`src/slebc_pkg.sv`:
```
// Package for the serial line echo buffer core.
// Holds the character codes, the queue item type and the back-end state codes.
// No dependencies.
package slebc_pkg;

    localparam logic [7:0] CH_CR  = 8'h0D;
    localparam logic [7:0] CH_LF  = 8'h0A;
    localparam logic [7:0] CH_NUL = 8'h00;

    localparam int QDEPTH = 2;
    localparam int QAW    = 1;

    typedef struct packed {
        logic       is_term;
        logic [7:0] data;
    } cmd_t;

    typedef struct packed {
        logic valid;
        cmd_t cmd;
    } q_if_t;

    typedef enum logic [3:0] {
        S_IDLE = 4'b0001,
        S_LF1  = 4'b0010,
        S_DATA = 4'b0100,
        S_LF2  = 4'b1000
    } state_t;

endpackage

```
`src/slebc_front.sv`:
```
// Front end of the serial line echo buffer core: accepts received bytes,
// tags line terminators and holds them in a two-item queue.
// Depends on slebc_pkg.
module slebc_front
(
    input  logic                clk,
    input  logic                rst_n,
    input  logic                in_valid,
    output logic                in_stall,
    input  logic [7:0]          rx_byte,
    output slebc_pkg::q_if_t    q,
    input  logic                pop
);

    slebc_pkg::cmd_t                  q_mem [slebc_pkg::QDEPTH];
    logic [slebc_pkg::QAW-1:0]        wr_ptr_reg, wr_ptr_next;
    logic [slebc_pkg::QAW-1:0]        rd_ptr_reg, rd_ptr_next;
    logic [slebc_pkg::QAW:0]          count_reg, count_next;
    logic                             push;
    logic                             do_pop;
    slebc_pkg::cmd_t                  new_cmd;

    assign in_stall = (count_reg == (slebc_pkg::QAW+1)'(slebc_pkg::QDEPTH));
    assign push     = in_valid && !in_stall;
    assign do_pop   = pop && (count_reg != '0);

    assign q.valid  = (count_reg != '0);
    assign q.cmd    = q_mem[rd_ptr_reg];

    always_comb
    begin
        new_cmd.data    = rx_byte;
        new_cmd.is_term = (rx_byte == slebc_pkg::CH_CR) || (rx_byte == slebc_pkg::CH_LF);

        wr_ptr_next = wr_ptr_reg;
        rd_ptr_next = rd_ptr_reg;
        count_next  = count_reg;
        if (push)
        begin
            wr_ptr_next = (wr_ptr_reg == slebc_pkg::QAW'(slebc_pkg::QDEPTH-1))
                        ? '0 : wr_ptr_reg + 1'b1;
        end
        if (do_pop)
        begin
            rd_ptr_next = (rd_ptr_reg == slebc_pkg::QAW'(slebc_pkg::QDEPTH-1))
                        ? '0 : rd_ptr_reg + 1'b1;
        end
        if (push && !do_pop)
        begin
            count_next = count_reg + 1'b1;
        end
        else if (do_pop && !push)
        begin
            count_next = count_reg - 1'b1;
        end
    end

    always_ff @(posedge clk or negedge rst_n)
    begin
        if (!rst_n)
        begin
            wr_ptr_reg <= '0;
            rd_ptr_reg <= '0;
            count_reg  <= '0;
        end
        else
        begin
            wr_ptr_reg <= wr_ptr_next;
            rd_ptr_reg <= rd_ptr_next;
            count_reg  <= count_next;
        end
    end

    always_ff @(posedge clk)
    begin
        if (push)
        begin
            q_mem[wr_ptr_reg] <= new_cmd;
        end
    end

    a_count_bound: assert property (@(posedge clk) disable iff (!rst_n)
        count_reg <= (slebc_pkg::QAW+1)'(slebc_pkg::QDEPTH))
        else $error("queue count above depth");

    a_full_push: assert property (@(posedge clk) disable iff (!rst_n)
        (in_stall && !do_pop) |=> in_stall)
        else $error("queue left full state without a pop");

    a_pop_count: assert property (@(posedge clk) disable iff (!rst_n)
        (do_pop && !push) |=> count_reg == $past(count_reg) - 1'b1)
        else $error("pop did not reduce the count");

endmodule

```
`src/slebc_back.sv`:
```
// Back end of the serial line echo buffer core: line store, fill position,
// echo and replay sequencer, output register.
// Depends on slebc_pkg.
module slebc_back
#(
    parameter int LINE_CAPACITY = 32
)
(
    input  logic                clk,
    input  logic                rst_n,
    input  slebc_pkg::q_if_t    q,
    output logic                pop,
    output logic                out_valid,
    input  logic                out_stall,
    output logic [7:0]          tx_byte,
    output logic                run_last
);

    localparam int AW = (LINE_CAPACITY > 1) ? $clog2(LINE_CAPACITY) : 1;
    localparam logic [AW-1:0] LAST_POS = AW'(LINE_CAPACITY - 1);

    logic [7:0]           line_mem [LINE_CAPACITY];
    slebc_pkg::state_t    state_reg, state_next;
    logic [AW-1:0]        fill_reg, fill_next;
    logic [AW-1:0]        rd_idx_reg, rd_idx_next;
    logic [7:0]           rd_data_reg;
    logic                 out_valid_reg, out_valid_next;
    logic [7:0]           tx_byte_reg;
    logic                 run_last_reg;
    logic                 out_free;
    logic                 wr_en;
    logic [AW-1:0]        wr_addr;
    logic [7:0]           wr_data;
    logic                 rd_en;
    logic [AW-1:0]        rd_addr;
    logic                 load;
    logic [7:0]           load_byte;
    logic                 load_last;

    assign out_free  = !out_valid_reg || !out_stall;
    assign out_valid = out_valid_reg;
    assign tx_byte   = tx_byte_reg;
    assign run_last  = run_last_reg;

    always_comb
    begin
        state_next  = state_reg;
        fill_next   = fill_reg;
        rd_idx_next = rd_idx_reg;
        pop         = 1'b0;
        wr_en       = 1'b0;
        wr_addr     = fill_reg;
        wr_data     = q.cmd.data;
        rd_en       = 1'b0;
        rd_addr     = rd_idx_reg;
        load        = 1'b0;
        load_byte   = slebc_pkg::CH_CR;
        load_last   = 1'b0;

        unique case (state_reg)
            slebc_pkg::S_IDLE:
            begin
                if (q.valid && out_free)
                begin
                    pop   = 1'b1;
                    wr_en = 1'b1;
                    load  = 1'b1;
                    if (q.cmd.is_term)
                    begin
                        wr_data     = slebc_pkg::CH_NUL;
                        load_byte   = slebc_pkg::CH_CR;
                        fill_next   = '0;
                        rd_idx_next = '0;
                        state_next  = slebc_pkg::S_LF1;
                    end
                    else
                    begin
                        load_byte = q.cmd.data;
                        load_last = 1'b1;
                        if (fill_reg != LAST_POS)
                        begin
                            fill_next = fill_reg + 1'b1;
                        end
                    end
                end
            end
            slebc_pkg::S_LF1:
            begin
                if (out_free)
                begin
                    load       = 1'b1;
                    load_byte  = slebc_pkg::CH_LF;
                    rd_en      = 1'b1;
                    state_next = slebc_pkg::S_DATA;
                end
            end
            slebc_pkg::S_DATA:
            begin
                if (out_free)
                begin
                    load = 1'b1;
                    if (rd_data_reg == slebc_pkg::CH_NUL)
                    begin
                        load_byte  = slebc_pkg::CH_CR;
                        state_next = slebc_pkg::S_LF2;
                    end
                    else
                    begin
                        load_byte   = rd_data_reg;
                        rd_idx_next = rd_idx_reg + 1'b1;
                        rd_addr     = rd_idx_reg + 1'b1;
                        rd_en       = 1'b1;
                    end
                end
            end
            slebc_pkg::S_LF2:
            begin
                if (out_free)
                begin
                    load       = 1'b1;
                    load_byte  = slebc_pkg::CH_LF;
                    load_last  = 1'b1;
                    state_next = slebc_pkg::S_IDLE;
                end
            end
            default:
            begin
                state_next = slebc_pkg::S_IDLE;
            end
        endcase

        out_valid_next = out_valid_reg && out_stall;
        if (load)
        begin
            out_valid_next = 1'b1;
        end
    end

    always_ff @(posedge clk or negedge rst_n)
    begin
        if (!rst_n)
        begin
            state_reg     <= slebc_pkg::S_IDLE;
            fill_reg      <= '0;
            rd_idx_reg    <= '0;
            out_valid_reg <= 1'b0;
        end
        else
        begin
            state_reg     <= state_next;
            fill_reg      <= fill_next;
            rd_idx_reg    <= rd_idx_next;
            out_valid_reg <= out_valid_next;
        end
    end

    always_ff @(posedge clk)
    begin
        if (load)
        begin
            tx_byte_reg  <= load_byte;
            run_last_reg <= load_last;
        end
    end

    always_ff @(posedge clk)
    begin
        if (wr_en)
        begin
            line_mem[wr_addr] <= wr_data;
        end
        if (rd_en)
        begin
            rd_data_reg <= line_mem[rd_addr];
        end
    end

    a_fill_bound: assert property (@(posedge clk) disable iff (!rst_n)
        fill_reg <= LAST_POS)
        else $error("fill position beyond last slot");

    a_pop_idle: assert property (@(posedge clk) disable iff (!rst_n)
        pop |-> (state_reg == slebc_pkg::S_IDLE) && q.valid && out_free)
        else $error("queue popped outside idle");

    a_term_clear: assert property (@(posedge clk) disable iff (!rst_n)
        (pop && q.cmd.is_term) |=> (fill_reg == '0) && (state_reg == slebc_pkg::S_LF1))
        else $error("terminator did not clear the line");

    a_replay_end: assert property (@(posedge clk) disable iff (!rst_n)
        ((state_reg == slebc_pkg::S_DATA) && out_free && (rd_data_reg == slebc_pkg::CH_NUL))
        |=> (tx_byte_reg == slebc_pkg::CH_CR) && !run_last_reg
            && (state_reg == slebc_pkg::S_LF2))
        else $error("replay end did not emit CR");

    a_tail_last: assert property (@(posedge clk) disable iff (!rst_n)
        ((state_reg == slebc_pkg::S_LF2) && out_free)
        |=> run_last_reg && out_valid_reg && (state_reg == slebc_pkg::S_IDLE))
        else $error("final LF not marked last");

endmodule

```
`src/serial_line_echo_buffer_core.sv`:
```
// Serial line echo buffer core: top level.
// Depends on slebc_pkg, slebc_front and slebc_back.
//
// Input channel (in_valid, in_stall, rx_byte) takes one received byte per item.
// Output channel (out_valid, out_stall, tx_byte, run_last) gives the bytes to
// transmit; run_last marks the final output item caused by one input item.
// A byte other than CR or LF is stored in the line and echoed: one output item.
// CR or LF gives CR LF, the stored line up to its first zero byte, CR LF:
// n+4 output items for n replayed bytes, n at most LINE_CAPACITY-1.
// A two-item queue decouples the front end from the sequencer, so input items
// are taken while a line is being replayed until the queue fills.
// The accepted input item is held in the queue and then loaded into the output register.
// Throughput: the sequencer issues one output item per cycle, while out_stall
// does not hold it, from the line store's single registered read port.
// While out_stall is high the output register holds and the sequencer waits.
// Reset clears the queue, the fill position and the output valid; the line
// store needs no clearing as a line is only read after it is written.
module serial_line_echo_buffer_core
#(
    parameter int LINE_CAPACITY = 32
)
(
    input  logic        clk,
    input  logic        rst_n,
    input  logic        in_valid,
    output logic        in_stall,
    input  logic [7:0]  rx_byte,
    output logic        out_valid,
    input  logic        out_stall,
    output logic [7:0]  tx_byte,
    output logic        run_last
);

    slebc_pkg::q_if_t q;
    logic             pop;

    slebc_front u_front
    (
        .clk      (clk),
        .rst_n    (rst_n),
        .in_valid (in_valid),
        .in_stall (in_stall),
        .rx_byte  (rx_byte),
        .q        (q),
        .pop      (pop)
    );

    slebc_back
    #(
        .LINE_CAPACITY (LINE_CAPACITY)
    )
    u_back
    (
        .clk       (clk),
        .rst_n     (rst_n),
        .q         (q),
        .pop       (pop),
        .out_valid (out_valid),
        .out_stall (out_stall),
        .tx_byte   (tx_byte),
        .run_last  (run_last)
    );

endmodule

```
`config.mk`:
```
export PLATFORM = sky130hd
export DESIGN_NAME = serial_line_echo_buffer_core
export DESIGN_NICKNAME = d
export VERILOG_FILES = /design/src/slebc_pkg.sv /design/src/slebc_front.sv /design/src/slebc_back.sv /design/src/serial_line_echo_buffer_core.sv
export SDC_FILE = /design/constraint.sdc
export NUM_CORES = 1
export LEC_CHECK = 0
export BUFFER_PORTS_ARGS = -buffer_cell sky130_fd_sc_hd__buf_2
export CORE_ASPECT_RATIO = 0.9
export CORE_MARGIN = 8
export CORE_UTILIZATION = 63
export CTS_CLUSTER_SIZE = 14
export DETAILED_ROUTE_END_ITERATION = 8
export GPL_TIMING_DRIVEN = 0
export PLACE_DENSITY = 0.8
export SETUP_SLACK_MARGIN = 0.15
export SLEW_MARGIN = 20
export SYNTH_ARGS = -nofsm -noshare
export SYNTH_HDL_FRONTEND = slang
export SYNTH_SLANG_ARGS = --single-unit
```
`constraint.sdc`:
```
create_clock -name clk -period 4.15 [get_ports clk]
set_input_delay 0.2075 -clock clk [delete_from_list [all_inputs] [get_ports clk]]
set_output_delay 0.2075 -clock clk [all_outputs]
set_load 0.01 [all_outputs]
```
==> results of run 1 <==
## kinds of logic (layout without fill, tap and decap cells)
family / Yosys count / after routing / synth area share (%)
muxes: 85 / 85 / 7.81
xor gates and xnor gates: 9 / 9 / 0.646
buffers and inverters: 66 / 159 / 1.98
DFF: 310 / 310 / 68.9
adders and majority gates: 7 / 7 / 0.655
AOI/OAI and AO/OA: 174 / 174 / 8.46
and+or+nand+nor: 336 / 336 / 11.5
## final timing paths
check | slack, ns | startpoint | cells after the start | endpoint
min | 0.13 | rst_n | 2 | u_back.rd_idx_reg[2]$_DFFE_PN0P_
max | 0.23 | u_back.state_reg[1]$_DFFE_PN0P_ | 9 | u_back.rd_data_reg[3]$_DFFE_PP_
min reg2reg | 0.51 | u_front.wr_ptr_reg$_DFFE_PN0P_ | 1 | u_front.wr_ptr_reg$_DFFE_PN0P_
max reg2reg | 0.23 | u_back.state_reg[1]$_DFFE_PN0P_ | 9 | u_back.rd_data_reg[3]$_DFFE_PP_
min in group clk | 0.16 | out_stall | 3 | u_back.out_valid$_DFF_PN0_
max in group asynchronous | 3.63 | rst_n | 2 | u_back.state_reg[0]$_DFFE_PN1P_
## layout by cell type (no fill, tap or decap), types with 8 or more instances in the layout
master         Yosys  layout
nor4_1            17      16
mux2i_1           65      65
mux4_2            15      15
edfxtp_1         291     291
nor2_4             0       8
a2111oi_0         12      12
buf_2              8      30
nor2_1           107      98
o21ai_0           51      51
o22ai_1           17      17
nand4_1           11      11
a21oi_1           34      34
dfrtp_1           18      18
o221ai_1           9       9
nand2_1          116     116
a32oi_1            9       9
clkbuf_16          0      30
nand3_1           32      32
inv_1             11      11
dlygate4sd3_1      0      10
nor2b_1           13      13
clkbuf_1          40      44
## metal layers
| metal | vias to the layer above | part of all wire [%] | track usage (%) |
|---|---|---|---|
| met1 | 4318 | 39 | 36.2 |
| met3 | 115 | 12 | 6.21 |
| li1 | 3932 | - | - |
| met2 | 601 | 45 | 38.7 |
| met5 | - | 0 | 0 |
| met4 | 0 | 4.3 | 10.9 |
## power by group through the flow
| stage | registers, mW | logic, mW | clock network (mW) |
|---|---|---|---|
| finish | 4.34 | 2.07 | 2.59 |
| detailed placement | 4.39 | 2.02 | 0 |
| global placement | 4.42 | 1.75 | 0 |
| global route | 4.36 | 2.20 | 2.71 |
| floorplan | 4.40 | 1.09 | 0 |
| CTS | 4.33 | 2.03 | 2.60 |
## area by class of cell
cell class	count	area [um2]	area share, %
clock buffer	41	802	5.32
clock inverter	13	123	0.814
timing repair buffer	39	319	2.12
sequential	310	9220	61.1
buffer	55	231	1.54
inverter	11	41.3	0.274
tap	286	358	2.37
multi-input combinational	611	3980	26.4
## through the flow
stage | total power, mW | cell area [um2] | std cells
floorplan | 5.49 | 13400 | 987
global placement | 6.17 | 13800 | 1295
detailed placement | 6.41 | 14000 | 1300
CTS | 8.96 | 15000 | 1364
global route | 9.27 | 15100 | 1366
finish | 9.00 | 15100 | 1366
## critical path, cell delays in order, from the launching register on
cell and delay, ns:
dfrtp_1 0.45, or4b_4 0.61, a211oi_4 0.45, clkbuf_1 0.45
nand2_1 0.10, o22ai_1 0.51, clkbuf_1 0.47, nand4_1 0.14
o21ai_0 0.24, nor4_1 0.17
## timing repair
action | CTS | global route
gates resized for setup | 2 | 13
endpoints found under the setup margin | 8 | 48
setup buffers | 0 | 2
pin swaps | 0 | 1
hold buffers | 10 | 0
endpoints found under the hold margin | 36 | 0
==> flow_summary.json, run 1 <==
{
  "grt_antenna_before_repair": 0,
  "area_growth_pct": 12.7,
  "synth_top_area_cell": "edfxtp_1",
  "cts_max_level": 1,
  "ios": 23,
  "tritoncts": "yes",
  "hold_violations": 0,
  "top_register": "u_back.line_mem",
  "netlist-cell-type-count": 58,
  "viasPerCell": 6.56,
  "vias": 8966,
  "drc": 0,
  "slew_headroom_pct": 28.7,
  "holdCritPathClass": "input pin to asynchronous set/reset pin",
  "grt_max_degree": 33,
  "clock_power_share_pct": 28.8,
  "track_usage_pct": 25.9,
  "drive_gt1_share_pct": 11.6,
  "rows": 50,
  "status": "completed",
  "syn-instance-count": 987,
  "synthFlopType": "edfxtp_1",
  "synthMostInstantiatedCell": "edfxtp_1",
  "p_sw_mw": 2.72,
  "dieHeight_um": 154,
  "syn_nets": 1006,
  "ys_ff_latch": 310,
  "antenna_left": 0,
  "hold_slack_ns": 0.131,
  "setup_viol": 0,
  "drt-initial-drc-count": 1346,
  "critPathLaunchType": "flip-flop",
  "fin_nets": 1077,
  "finalWirelength_um": 33900,
  "peakVddDrop_uv": 393,
  "cp.arrival_ns": 4.16,
  "die_w_um": 170,
  "swShare_pct": 30.2,
  "tightest_slew_ns": 1.07,
  "port_buffers": 22,
  "drv_cap": 0,
  "cp_max_fo": 10,
  "core_area_um2": 20800,
  "clk_latency_ns": 0.57,
  "dieArea_um2": 26100,
  "diodes": 0,
  "fmax_ghz": 0.255,
  "place_ws_ns": -0.0784,
  "fin_crit_sh_pct": 94.4,
  "power_frac_comb_pct": 23.0,
  "p_leak_nw": 4.90,
  "hpwlAfterDp_um": 22900,
  "fin_util_pct": 72.3,
  "worst-setup-path-type": "flip-flop to flip-flop",
  "drv_slew": 0,
  "fin_ws_ns": 0.232,
  "gp_congestion": 0.953,
  "yosys-top-cells-area": "edfxtp_1 (65%), mux2i_1 (4.9%), dfrtp_1 (3.4%)",
  "wl_per_cell_um": 24.8,
  "synth_edf_count": 291,
  "fill_cells": 1319,
  "pwr_density_cell_nw_per_um2": 597,
  "fin_setup_tns_ns": 0,
  "clk_path_buf_depth": 3,
  "netlist_area_um2": 13400,
  "end_kind": "flip-flop",
  "cp.required_ns": 4.40,
  "synth_warnings": 0,
  "async_flop_share_pct": 6.13,
  "start_util_pct": 64.2,
  "clk_pin_slew_ns": 0.06,
  "cts_made_buffers": 30,
  "reg_top3": "u_back.line_mem: 256 flops, u_front.q_mem: 18 flops",
  "fin_crit_ns": 3.92,
  "rsz0062_at_grt": "false",
  "ys_seq_area_share_pct": 68.9,
  "seq_power_share_pct": 48.2,
  "p_int_mw": 6.28,
  "skew_ns": 0.0284,
  "largest_reg_flops": 256,
  "yosys.area.top_type_share_pct": 65.4,
  "postSynthAreaPerCell_um2": 13.5,
  "cts.sinks": 310,
  "dr.pass1.iters": 6,
  "ys_top_cells_by_count": "edfxtp_1 (291), nand2_1 (116), nor2_1 (107)",
  "cts_root_buf": "clkbuf_16",
  "grt_pass1_vias": 8490,
  "grt.overflow.total": 0,
  "grt_pass1_wl_um": 51100
}
(Power assumes the default switching activity.)
==> run 2: changes to the inputs <==
- ABC_AREA: default -> 1
==> run 2 against run 1 <==
Compared with the run above: non-clock buffer count increased by 2; clock power increased by 7%; utilization decreased by 1.8 points; hold slack got worse by 0.10 ns; design area increased by 3.8%; flip-flop and latch count unchanged; critical path depth decreased by 3; die area increased by 4.7%; via count increased by 15%; clock-buffer cell count decreased by 3; final cell count increased by 26%; global-route usage increased by 2.2 points; critical path type unchanged; critical endpoint is now u_back.line_mem[13][3]$_DFFE_PP_; largest power group unchanged.
==> flow_summary.json, run 2 <==
{
  "holdCritPathClass": "input pin to flip-flop",
  "track_usage_pct": 28.1,
  "syn_nets": 1359,
  "vias": 10400,
  "pwr_density_cell_nw_per_um2": 741,
  "ios": 23,
  "cp_max_fo": 8,
  "top_register": "u_back.line_mem",
  "gp_congestion": 0.982,
  "grt_antenna_before_repair": 0,
  "die_w_um": 174,
  "fin_crit_sh_pct": 81.4,
  "fin_nets": 1423,
  "post_cts_resized": 0,
  "worstRegToRegCells": 6,
  "worst-setup-path-type": "flip-flop to flip-flop",
  "final_cell_mix": "nand3_1 (291), edfxtp_1 (291), nand2_1 (274)",
  "synth_warnings": 0,
  "holdPathStages": 3,
  "min_from": "out_stall",
  "diodes": 0,
  "cts_root_buf": "clkbuf_16",
  "dieHeight_um": 158,
  "tightest_slew_ns": 1.10,
  "skew_ns": 0.0124,
  "end_kind": "flip-flop",
  "cts_made_buffers": 30,
  "drc": 0,
  "regArea_um2": 9220,
  "p_leak_nw": 6.36,
  "slew_headroom_pct": 26.3,
  "clk_pin_slew_ns": 0.06,
  "grt_pass1_vias": 9911,
  "postSynthAreaPerCell_um2": 10.5,
  "largest_reg_flops": 256,
  "multi_input_area_um2": 3670,
  "rows": 52,
  "grt_max_degree": 33,
  "reg_top3": "u_back.line_mem: 256 flops, u_front.q_mem: 18 flops",
  "hpwlAfterDp_um": 25500,
  "r2r_slack_ns": 0.77,
  "postCtsHoldBufs": 9,
  "port_buffers": 22,
  "async_flop_share_pct": 6.13,
  "viasPerCell": 6.00,
  "netlist-cell-type-count": 33,
  "cts.sinks": 310,
  "status": "completed",
  "drive_gt1_share_pct": 10.6,
  "ys_top_cells_by_count": "edfxtp_1 (291), nand3_1 (291), nand2_1 (274)",
  "grt_pass1_wl_um": 57800,
  "peakVddDrop_uv": 642,
  "finalWirelength_um": 38600,
  "ys_ff_latch": 310,
  "fill_cells": 1609,
  "setup_viol": 0,
  "drt-initial-drc-count": 1636,
  "area_growth_pct": 11.2,
  "fin_crit_ns": 3.38,
  "hold_violations": 0,
  "synth_edf_count": 291,
  "hold_path_end": "u_back.out_valid$_DFF_PN0_",
  "yosys-top-cells-area": "edfxtp_1 (62%), nand3_1 (10%), nand2_1 (7.3%)",
  "clk_latency_ns": 0.56,
  "drv_cap": 0,
  "cp.arrival_ns": 3.56,
  "yosys.area.top_type_share_pct": 62.1,
  "rsz0062_at_grt": "false",
  "cp.required_ns": 4.33,
  "ys_seq_area_share_pct": 65.5,
  "syn-instance-count": 1340,
  "drv_slew": 0,
  "tritoncts": "yes",
  "critPathLaunchType": "flip-flop",
  "grt.overflow.total": 0,
  "cts_max_level": 1,
  "fin_setup_tns_ns": 0,
  "dr.pass1.iters": 6,
  "cts_setup_buffers": 0,
  "start_util_pct": 63.4,
  "dieArea_um2": 27400,
  "core_area_um2": 22200,
  "antenna_left": 0,
  "netlist_area_um2": 14100,
  "fmax_ghz": 0.296,
  "hold_slack_ns": 0.0262,
  "synthFlopType": "edfxtp_1",
  "worstReg2RegStart": "u_back.state_reg[0]$_DFFE_PN1P_",
  "wl_per_cell_um": 22.4,
  "r2r_end": "u_back.line_mem[13][3]$_DFFE_PP_",
  "synth_top_area_cell": "edfxtp_1",
  "clk_path_buf_depth": 3
}
-- run 2: changes by cell type after synthesis, sizes merged, moves of 48 or more --
cell | before | now
nor2 | 107 | 59
nand3b | 5 | 61
nand2 | 116 | 278
mux2i | 65 | 0
nand3 | 32 | 292
inv | 11 | 205
-- run 2: layout make-up --
type	count	area share, %
Clock buffer	38	5.13
Inverter	207	4.97
Buffer	64	2.61
Timing Repair Buffer	32	1.33
Clock inverter	18	1.24
Tap cell	297	2.38
Multi-Input combinational cell	759	23.5
Sequential cell	310	58.9
-- run 2: cells by family after synthesis --
family	after synthesis	synth area share (%)
and+or+nand+nor	703	23.4
DFF	310	65.5
buffers and inverters	271	8.42
AOI/OAI and AO/OA	43	1.71
adders and majority gates	7	0.622
xor gates and xnor gates	6	0.373
-- run 2: worst max path at each step --
| stage | slack, ns | startpoint | depth (start not counted) | end |
|---|---|---|---|---|
| final | 0.77 | u_back.state_reg[0]$_DFFE_PN1P_ | 6 | u_back.line_mem[13][3]$_DFFE_PP_ |
| after global routing | 0.57 | u_back.state_reg[3]$_DFFE_PN0P_ | 7 | u_back.line_mem[13][6]$_DFFE_PP_ |
| after CTS | 0.82 | u_back.state_reg[0]$_DFFE_PN1P_ | 6 | u_back.line_mem[16][4]$_DFFE_PP_ |
| after detailed placement | 0.82 | u_back.state_reg[0]$_DFFE_PN1P_ | 6 | u_back.line_mem[16][7]$_DFFE_PP_ |
| after global placement | 0.85 | u_back.state_reg[0]$_DFFE_PN1P_ | 10 | u_back.line_mem[19][4]$_DFFE_PP_ |
| after floorplan | 1.86 | u_back.state_reg[0]$_DFFE_PN1P_ | 6 | u_back.line_mem[0][0]$_DFFE_PP_ |
-- run 2: per-layer routing --
metal | global-route usage [%] | wire, um | part of all wire, % | up-vias
li1 | - | - | - | 4639
met1 | 38.1 | 14800 | 38 | 4942
met2 | 45.2 | 17600 | 46 | 664
met3 | 4.60 | 4670 | 12 | 109
met4 | 11.3 | 1580 | 4.1 | 0
met5 | 0 | 0 | 0 | -
-- run 2: stage by stage --
step	instances	total power, mW	worst slack, ns	instance area, um2	util, %
after global routing	1725	12.0	0.574	15600	70.5
after CTS	1724	11.4	0.819	15600	70.5
after detailed placement	1659	8.70	0.818	14600	65.6
final	1725	11.6	0.773	15600	70.5
after global placement	1659	8.58	0.851	14600	65.6
after floorplan	1340	7.09	1.86	14100	-
-- run 2: report_power, final --
group | switching (mW) | internal, mW
clock | 1.17 | 1.61
combinational | 3.23 | 1.07
sequential | 0.107 | 4.42
total | 4.50 | 7.09
-- run 2: critical path: stages, from the launching register on --
cell and delay (ns):
dfstp_2 0.54, inv_2 0.04, nor3_1 0.45, inv_2 0.18, nor2_1 0.47, nand2_1 0.47, nor2_1 0.85
